### config.mk
export PLATFORM = sky130hd
export DESIGN_NAME = mixer_arm_sequencer_flat
export DESIGN_NICKNAME = d
export VERILOG_FILES = /design/src/rtl/mas_pkg.sv /design/src/rtl/mas_in_if.sv /design/src/rtl/mas_out_if.sv /design/src/rtl/mas_cfg_if.sv /design/src/rtl/mas_cfg_regs.sv /design/src/rtl/mas_step_logic.sv /design/src/rtl/mixer_arm_sequencer.sv /design/src/flat_wrapper.sv
export SDC_FILE = /design/constraint.sdc
export NUM_CORES = 1
export LEC_CHECK = 0
export ABC_AREA = 1
export BUFFER_PORTS_ARGS = -buffer_cell sky130_fd_sc_hd__buf_4
export CAP_MARGIN = 20
export CORE_MARGIN = 2
export CORE_UTILIZATION = 35
export CTS_BUF_LIST = sky130_fd_sc_hd__clkbuf_8 sky130_fd_sc_hd__clkbuf_16
export CTS_CLUSTER_SIZE = 28
export DETAILED_ROUTE_END_ITERATION = 7
export GPL_ROUTABILITY_DRIVEN = 0
export SYNTH_ARGS = -nofsm -noshare
export SYNTH_HDL_FRONTEND = slang
export SYNTH_SLANG_ARGS = --single-unit
### constraint.sdc
create_clock -name i_clk -period 4.8 [get_ports i_clk]
set_clock_uncertainty 0.05 [all_clocks]
set_input_delay 0.48 -clock i_clk [delete_from_list [all_inputs] [get_ports i_clk]]
set_output_delay 0.48 -clock i_clk [all_outputs]
set_load 0.01 [all_outputs]
### src/rtl/mas_pkg.sv
// types, codes and reset constants shared by the mixer arm sequencer
package mas_pkg;

    localparam int CFG_IDX_W  = 8;
    localparam int CFG_DATA_W = 16;
    localparam int TIMER_W    = 16;
    localparam int STEP_W     = 9;

    localparam logic [7:0]         STEP_SIZE_RST = 8'd3;
    localparam logic [TIMER_W-1:0] SETTLE_RST    = 16'd300;
    localparam logic [TIMER_W-1:0] MIX_RST       = 16'd2000;
    localparam logic [TIMER_W-1:0] SPINDOWN_RST  = 16'd500;

    localparam logic [CFG_IDX_W-1:0] REG_STEP_SIZE = 8'd0;
    localparam logic [CFG_IDX_W-1:0] REG_SETTLE    = 8'd1;
    localparam logic [CFG_IDX_W-1:0] REG_MIX       = 8'd2;
    localparam logic [CFG_IDX_W-1:0] REG_SPINDOWN  = 8'd3;

    typedef enum logic [1:0] {
        OP_TICK      = 2'd0,
        OP_START     = 2'd1,
        OP_STOP      = 2'd2,
        OP_WAIT_PUMP = 2'd3
    } t_opcode;

    typedef enum logic [3:0] {
        ST_UNKNOWN    = 4'd0,
        ST_GOING_UP   = 4'd1,
        ST_UP         = 4'd2,
        ST_GOING_DOWN = 4'd3,
        ST_DOWN       = 4'd4,
        ST_SETTLING   = 4'd5,
        ST_MIXING     = 4'd6,
        ST_SPINDOWN   = 4'd7,
        ST_WAIT_PUMP  = 4'd8
    } t_arm_state;

    typedef struct packed {
        logic [7:0]         step_size;
        logic [TIMER_W-1:0] settle_ticks;
        logic [TIMER_W-1:0] mix_ticks;
        logic [TIMER_W-1:0] spindown_ticks;
    } t_cfg;

    typedef struct packed {
        t_arm_state         phase;
        logic               run;
        logic [TIMER_W-1:0] timer;
    } t_state;

    typedef struct packed {
        logic signed [STEP_W-1:0] step_count;
        logic                     mixer_on;
        logic [3:0]               arm_state;
        logic                     running;
    } t_result;

endpackage

### src/rtl/mas_in_if.sv
// input item channel: opcode and end-stop levels
interface mas_in_if;
    logic       valid;
    logic       ready;
    logic [1:0] opcode;
    logic       lower_endstop_hit;
    logic       upper_endstop_hit;

    modport source (output valid, output opcode, output lower_endstop_hit,
                    output upper_endstop_hit, input ready);
    modport sink   (input valid, input opcode, input lower_endstop_hit,
                    input upper_endstop_hit, output ready);
endinterface

### src/rtl/mas_out_if.sv
// result item channel: steps, mixer drive, arm state, running flag
interface mas_out_if;
    logic              valid;
    logic              ready;
    logic signed [8:0] step_count;
    logic              mixer_on;
    logic [3:0]        arm_state;
    logic              running;

    modport source (output valid, output step_count, output mixer_on,
                    output arm_state, output running, input ready);
    modport sink   (input valid, input step_count, input mixer_on,
                    input arm_state, input running, output ready);
endinterface

### src/rtl/mas_cfg_if.sv
// configuration write channel: register index and data
interface mas_cfg_if;
    logic        valid;
    logic        ready;
    logic [7:0]  index;
    logic [15:0] data;

    modport source (output valid, output index, output data, input ready);
    modport sink   (input valid, input index, input data, output ready);
endinterface

### src/rtl/mas_cfg_regs.sv
// configuration register file
module mas_cfg_regs (
    input  logic          i_clk,
    input  logic          i_rst_n,
    mas_cfg_if.sink       i_cfg,
    output mas_pkg::t_cfg o_cfg
);
    import mas_pkg::*;

    t_cfg r_cfg;

    assign i_cfg.ready = 1'b1;
    assign o_cfg       = r_cfg;

    always_ff @(posedge i_clk) begin
        if (!i_rst_n) begin
            r_cfg.step_size      <= STEP_SIZE_RST;
            r_cfg.settle_ticks   <= SETTLE_RST;
            r_cfg.mix_ticks      <= MIX_RST;
            r_cfg.spindown_ticks <= SPINDOWN_RST;
        end else if (i_cfg.valid) begin
            unique case (i_cfg.index)
                REG_STEP_SIZE: r_cfg.step_size      <= i_cfg.data[7:0];
                REG_SETTLE:    r_cfg.settle_ticks   <= i_cfg.data;
                REG_MIX:       r_cfg.mix_ticks      <= i_cfg.data;
                REG_SPINDOWN:  r_cfg.spindown_ticks <= i_cfg.data;
                default: ;
            endcase
        end
    end
endmodule

### src/rtl/mas_step_logic.sv
// next arm state and step count for one item
module mas_step_logic (
    input  mas_pkg::t_state              i_state,
    input  mas_pkg::t_cfg                i_cfg,
    input  logic [1:0]                   i_opcode,
    input  logic                         i_lower,
    input  logic                         i_upper,
    output mas_pkg::t_state              o_state,
    output logic signed [mas_pkg::STEP_W-1:0] o_step_count
);
    import mas_pkg::*;

    logic                     timed;
    logic                     timer_zero;
    logic [TIMER_W-1:0]       timer_dec;
    logic signed [STEP_W-1:0] step_down;
    logic signed [STEP_W-1:0] step_up;

    assign timed      = (i_state.phase == ST_SETTLING) || (i_state.phase == ST_MIXING) ||
                        (i_state.phase == ST_SPINDOWN);
    assign timer_zero = (i_state.timer == '0);
    assign timer_dec  = i_state.timer - TIMER_W'(1);
    assign step_down  = $signed({1'b0, i_cfg.step_size});
    assign step_up    = -step_down;

    always_comb begin
        o_state      = i_state;
        o_step_count = '0;
        if (t_opcode'(i_opcode) == OP_TICK) begin
            unique case (i_state.phase)
                ST_WAIT_PUMP: ;
                ST_UNKNOWN:   o_state.phase = ST_GOING_UP;
                ST_UP: begin
                    if (i_state.run) o_state.phase = ST_GOING_DOWN;
                end
                ST_GOING_DOWN: begin
                    if (!i_state.run)  o_state.phase = ST_GOING_UP;
                    else if (i_lower)  o_state.phase = ST_DOWN;
                    else               o_step_count  = step_down;
                end
                ST_DOWN: begin
                    if (!i_state.run) begin
                        o_state.phase = ST_GOING_UP;
                    end else begin
                        o_state.phase = ST_SETTLING;
                        o_state.timer = i_cfg.settle_ticks;
                    end
                end
                ST_SETTLING: begin
                    if (!timer_zero) begin
                        o_state.timer = timer_dec;
                    end else begin
                        o_state.phase = ST_MIXING;
                        o_state.timer = i_cfg.mix_ticks;
                    end
                end
                ST_MIXING: begin
                    if (!timer_zero) begin
                        o_state.timer = timer_dec;
                    end else begin
                        o_state.phase = ST_SPINDOWN;
                        o_state.timer = i_cfg.spindown_ticks;
                    end
                end
                ST_SPINDOWN: begin
                    if (!timer_zero) begin
                        o_state.timer = timer_dec;
                    end else begin
                        o_state.run   = 1'b0;
                        o_state.phase = ST_GOING_UP;
                    end
                end
                ST_GOING_UP: begin
                    if (i_upper) o_state.phase = ST_UP;
                    else         o_step_count  = step_up;
                end
                default: o_state.phase = ST_UNKNOWN;
            endcase
        end else if (!timed) begin
            // commands are dropped while a timed phase runs
            unique case (t_opcode'(i_opcode))
                OP_START: begin
                    o_state.run   = 1'b1;
                    o_state.phase = ST_UNKNOWN;
                end
                OP_STOP:      o_state.run   = 1'b0;
                OP_WAIT_PUMP: o_state.phase = ST_WAIT_PUMP;
                default: ;
            endcase
        end
    end
endmodule

### src/rtl/mixer_arm_sequencer.sv
// top level of the mixer arm sequencer
// Mixer arm sequencer: steps an arm between two end stops, dwells at the
// bottom, runs the mixer, waits for spin-down and rises again.
// Channels: i_in takes one item per handshake (tick with both end-stop
// levels, start, stop or wait-for-pump); o_out gives exactly one result
// item per input item (signed steps, mixer drive, arm state, running);
// i_cfg writes step size and the settle, mix and spin-down tick counts, is always
// ready; the user must write it only while the block is idle; the block has no check.
// Latency: a result is valid the cycle after its item is accepted.
// Throughput: one item per cycle while the receiver takes each result; the arm
// state register and the result register are each one stage, so the state
// update of one item feeds the next item directly.
// Reset (synchronous, active low): arm state unknown, not running, timer
// zero, registers back to 3/300/2000/500, no result pending.
// Receiver stall: the result register holds; i_in.ready stays high while
// the held result is being taken, and drops only while it is stalled.
module mixer_arm_sequencer (
    input  logic      i_clk,
    input  logic      i_rst_n,
    mas_in_if.sink    i_in,
    mas_cfg_if.sink   i_cfg,
    mas_out_if.source o_out
);
    import mas_pkg::*;

    t_cfg    cfg;
    t_state  r_state;
    t_state  n_state;
    t_result r_result;
    t_result n_result;
    logic    r_out_valid;
    logic    accept;
    logic signed [STEP_W-1:0] step_count;

    mas_cfg_regs u_cfg_regs (
        .i_clk   (i_clk),
        .i_rst_n (i_rst_n),
        .i_cfg   (i_cfg),
        .o_cfg   (cfg)
    );

    mas_step_logic u_step_logic (
        .i_state      (r_state),
        .i_cfg        (cfg),
        .i_opcode     (i_in.opcode),
        .i_lower      (i_in.lower_endstop_hit),
        .i_upper      (i_in.upper_endstop_hit),
        .o_state      (n_state),
        .o_step_count (step_count)
    );

    assign i_in.ready = !r_out_valid || o_out.ready;
    assign accept     = i_in.valid && i_in.ready;

    always_comb begin
        n_result.step_count = step_count;
        n_result.mixer_on   = (n_state.phase == ST_MIXING);
        n_result.arm_state  = n_state.phase;
        n_result.running    = n_state.run;
    end

    always_ff @(posedge i_clk) begin
        if (!i_rst_n) begin
            r_state.phase <= ST_UNKNOWN;
            r_state.run   <= 1'b0;
            r_state.timer <= '0;
            r_out_valid   <= 1'b0;
        end else begin
            if (accept) begin
                r_state     <= n_state;
                r_out_valid <= 1'b1;
            end else if (o_out.ready) begin
                r_out_valid <= 1'b0;
            end
        end
    end

    always_ff @(posedge i_clk) begin
        if (accept) begin
            r_result <= n_result;
        end
    end

    assign o_out.valid      = r_out_valid;
    assign o_out.step_count = r_result.step_count;
    assign o_out.mixer_on   = r_result.mixer_on;
    assign o_out.arm_state  = r_result.arm_state;
    assign o_out.running    = r_result.running;

    // steps go out only from a traveling state, down positive and up negative
    a_step_dir: assert property (@(posedge i_clk) disable iff (!i_rst_n)
        (o_out.valid && o_out.step_count > 0) |-> (o_out.arm_state == ST_GOING_DOWN))
        else $error("downward steps outside going-down state");

    a_step_up: assert property (@(posedge i_clk) disable iff (!i_rst_n)
        (o_out.valid && o_out.step_count < 0) |-> (o_out.arm_state == ST_GOING_UP))
        else $error("upward steps outside going-up state");

    // a command during a timed phase leaves the sequencer untouched
    a_timed_cmd: assert property (@(posedge i_clk) disable iff (!i_rst_n)
        (accept && i_in.opcode != OP_TICK &&
         (r_state.phase == ST_SETTLING || r_state.phase == ST_MIXING ||
          r_state.phase == ST_SPINDOWN))
        |=> (r_state == $past(r_state)))
        else $error("command altered a timed phase");

    // a result follows every accepted item in the next cycle
    a_result: assert property (@(posedge i_clk) disable iff (!i_rst_n)
        accept |=> o_out.valid)
        else $error("accepted item produced no result");

    a_reset: assert property (@(posedge i_clk)
        !i_rst_n |=> !o_out.valid)
        else $error("result pending after reset");
endmodule
### src/flat_wrapper.sv
// flat-port wrapper written by rule: the top's interface ports become plain ports
module mixer_arm_sequencer_flat import mas_pkg::*;
  (i_clk, i_rst_n, i_in_valid, i_in_opcode, i_in_lower_endstop_hit, i_in_upper_endstop_hit, i_in_ready, i_cfg_valid, i_cfg_index, i_cfg_data, i_cfg_ready, o_out_valid, o_out_step_count, o_out_mixer_on, o_out_arm_state, o_out_running, o_out_ready);
  mas_in_if i_in_i ();
  mas_cfg_if i_cfg_i ();
  mas_out_if o_out_i ();
  input  logic i_clk;
  input  logic i_rst_n;
  input wire logic [$bits(i_in_i.valid)-1:0] i_in_valid;
  input wire logic [$bits(i_in_i.opcode)-1:0] i_in_opcode;
  input wire logic [$bits(i_in_i.lower_endstop_hit)-1:0] i_in_lower_endstop_hit;
  input wire logic [$bits(i_in_i.upper_endstop_hit)-1:0] i_in_upper_endstop_hit;
  output wire logic [$bits(i_in_i.ready)-1:0] i_in_ready;
  input wire logic [$bits(i_cfg_i.valid)-1:0] i_cfg_valid;
  input wire logic [$bits(i_cfg_i.index)-1:0] i_cfg_index;
  input wire logic [$bits(i_cfg_i.data)-1:0] i_cfg_data;
  output wire logic [$bits(i_cfg_i.ready)-1:0] i_cfg_ready;
  output wire logic [$bits(o_out_i.valid)-1:0] o_out_valid;
  output wire logic [$bits(o_out_i.step_count)-1:0] o_out_step_count;
  output wire logic [$bits(o_out_i.mixer_on)-1:0] o_out_mixer_on;
  output wire logic [$bits(o_out_i.arm_state)-1:0] o_out_arm_state;
  output wire logic [$bits(o_out_i.running)-1:0] o_out_running;
  input wire logic [$bits(o_out_i.ready)-1:0] o_out_ready;
  assign i_in_i.valid = i_in_valid;
  assign i_in_i.opcode = i_in_opcode;
  assign i_in_i.lower_endstop_hit = i_in_lower_endstop_hit;
  assign i_in_i.upper_endstop_hit = i_in_upper_endstop_hit;
  assign i_in_ready = i_in_i.ready;
  assign i_cfg_i.valid = i_cfg_valid;
  assign i_cfg_i.index = i_cfg_index;
  assign i_cfg_i.data = i_cfg_data;
  assign i_cfg_ready = i_cfg_i.ready;
  assign o_out_valid = o_out_i.valid;
  assign o_out_step_count = o_out_i.step_count;
  assign o_out_mixer_on = o_out_i.mixer_on;
  assign o_out_arm_state = o_out_i.arm_state;
  assign o_out_running = o_out_i.running;
  assign o_out_i.ready = o_out_ready;
  mixer_arm_sequencer u_core (.i_clk(i_clk), .i_rst_n(i_rst_n), .i_in(i_in_i), .i_cfg(i_cfg_i), .o_out(o_out_i));
endmodule
==> impl_metrics.ini <==
[die]
io_pins = 51
initial_core_util = 0.357
die_height_um = 123
core-area_mm2 = 0.0138
dieArea_mm2 = 0.0150
die_x_um = 123
rows = 43

[yosys]
ys.flop_type = dfxtp_1
synth_top_area_cell = dfxtp_1
synth_area_leaders = dfxtp_1 32%, nand2_1 12%, nor2_1 9.3%
netlist_area_mm2 = 0.00492
async_flop_share = 0
synth_cell_types = 41
ys_seq_area_frac = 0.409
synthCells = 707
synth_top_cell_area_share = 0.318
ys_ff_latch = 93
ys_warn_count = 0
synth_edf_count = 15
synth_nets = 746
synth.avg_cell_area_um2 = 6.95

[routing]
drcViolationCount = 0
viasPerCell = 4.78
drt_iter0_drc = 272
wire_per_inst_um = 13.3
ant_nets = 0
routed_wl_um = 12300
first_pass_iters = 5
dr_total_vias = 4432

[place]
pre_cts_ws_ps = 2520
portBuffers = 49
dp_hpwl_um = 9080
dpl_cell_area_mm2 = 0.00538

[power]
p_leak_nw = 2.50
ir_worst_vdd_uv = 143
power_density_mw_per_mm2 = 304

[worst_setup_path]
path_cells = inv_2 -> nand2_1 -> nor2_4 -> inv_2 -> o21ai_0 -> nand3_1 -> nand3_1 -> nor2_1
critPathMaxFanout = 24
required_ps = 4850
arrival_ps = 2090
cp_slowest_stage_delay_ps = 440
r2r_slack_ps = 2760
r2r-end = u_core.o_out.mixer_on
cp-end-kind = flip-flop
r2r_cells = 8
crit_buf_inv = 2
crit_family = simple AND/OR/NAND/NOR gates
critPathKind = reg2reg
critical_path.slowest_cell = nor2_4
start_kind = flip-flop
r2r_start = u_core.r_state[20]

[timing]
finalSetupViolCount = 0
rsz0062_at_grt = no
fmax_mhz = 490
post-route-min-period_ps = 2040
fin_tns_setup_ps = 0
final_hold_viol_count = 0
setup_ws_ps = 2760
drv_slew = 0
worstMarginPinSlew_ps = 893
post-route-period-util = 0.425
maxSlewHeadroom = 0.404

[worst_hold_path]
hold_end = u_core.u_cfg_regs.o_cfg[25]
worstHoldStart = i_cfg_data[9]
hold_class = in2reg
hold_depth = 3

[clocking]
htreeDepth = 3
root_buffer = clkbuf_16
numClockSinks = 93
clk_latency_ps = 340
cts_resized = 0
path_clk_slew_ps = 70
cts_tree = yes
numCtsBuffers = 9
post_cts_buffers = 0
holdBufCountCts = 0
cts_max_path_buffers = 2

[layout]
n_antenna_cell = 0
mostFrequentLayoutCells = 158 x nand2_1, 122 x nor2_1, 78 x dfxtp_1
drive_gt1_frac = 0.149
final_common_cell = nand2_1
design_area_mm2 = 0.00570
synthToLayoutAreaGrowth_pct = 16.0
final_nets = 781

[global_routing]
first_global_vias = 4210
grt_pass1_wl_um = 20600
grt_max_degree = 60
antenna_found_initial = 0
gr-usage-all-layers = 0.174
overflow = 0

[job]
drv_cap = 0

[outcome]
status = finished, final reports clean
==> cells by family after synthesis <==
logic type / after synthesis / share of synthesized area
AND/OR/NAND/NOR: 362 / 0.317
AO/OA/AOI/OAI: 134 / 0.158
buffers and inverters: 105 / 0.0886
flip-flops: 93 / 0.409
XOR/XNOR: 6 / 0.0107
adder cells (fa/ha/maj): 6 / 0.0153
other: 1 / 0.000763
==> registers in the layout (all words and copies together), names as in the netlist <==
signal	flops
u_core.o_out.step_count	9
u_core.o_out.valid	1
u_core.o_out.mixer_on	1
u_core.o_out.arm_state	4
u_core.o_out.running	1
u_core.r_state	21
u_core.u_cfg_regs.o_cfg	56
==> routing by layer <==
layer | global-route usage | vias up | wire, um
met5 | 0 | - | 0
met4 | 0.0438 | 0 | 98
met3 | 0.0335 | 6 | 566
met2 | 0.262 | 95 | 5260
met1 | 0.255 | 1982 | 6420
li1 | - | 2349 | -
==> cells in the mapped netlist, drive strengths merged (10+ instances only) <==
| master | number |
|---|---|
| dfxtp | 78 |
| nor2 | 136 |
| nand3 | 44 |
| o211ai | 17 |
| nand2 | 164 |
| inv | 77 |
| edfxtp | 15 |
| buf | 10 |
| clkbuf | 15 |
| a21oi | 45 |
| o21ai | 63 |
==> report_power, final <==
part           total [mW]  leakage, nW  switching [mW]  internal [mW]
sequential          0.815        0.783         0.00916          0.806
combinational       0.154         1.55          0.0951         0.0585
clock               0.766        0.162           0.312          0.454
total                1.73         2.50           0.416           1.32
==> layout make-up <==
class                   count  area (um2)
fillers                  1471        8070
multi-input cells         509        2470
flip-flops and latches     93        2010
repair buffers             49         368
inverters                  80         305
clock buffers              11         264
well taps                 180         225
clock inverters             5        61.3
==> worst reg2reg max path, stage by stage, from the launching register on <==
cell and delay (ps):
dfxtp_1 370, inv_2 130, nand2_1 110, nor2_4 440
inv_2 180, o21ai_0 190, nand3_1 180, nand3_1 120
nor2_1 40
==> worst max-delay path by stage <==
stage          slack [ps]  cells after the start                          end               start
2_1_floorplan        3030                      8        u_core.o_out.mixer_on      i_in_opcode[1]
3_3_place_gp         2540                      8        u_core.o_out.mixer_on      i_in_opcode[1]
3_5_place_dp         2520                      7  u_core.u_cfg_regs.o_cfg[21]      i_cfg_index[3]
4_1_cts              2770                      7        u_core.o_out.mixer_on  u_core.r_state[17]
5_1_grt              2550                      8        u_core.o_out.mixer_on  u_core.r_state[20]
6_report             2760                      8        u_core.o_out.mixer_on  u_core.r_state[20]
==> metrics by stage <==
step	hold WS, ps	cells	util	total power, mW
2_1_floorplan	380	707	-	0.926
3_3_place_gp	401	911	0.391	0.987
3_5_place_dp	404	911	0.391	0.986
4_1_cts	322	927	0.414	1.75
5_1_grt	331	927	0.414	1.80
6_report	322	927	0.414	1.73
No activity file was read; power rests on OpenSTA's default activity.
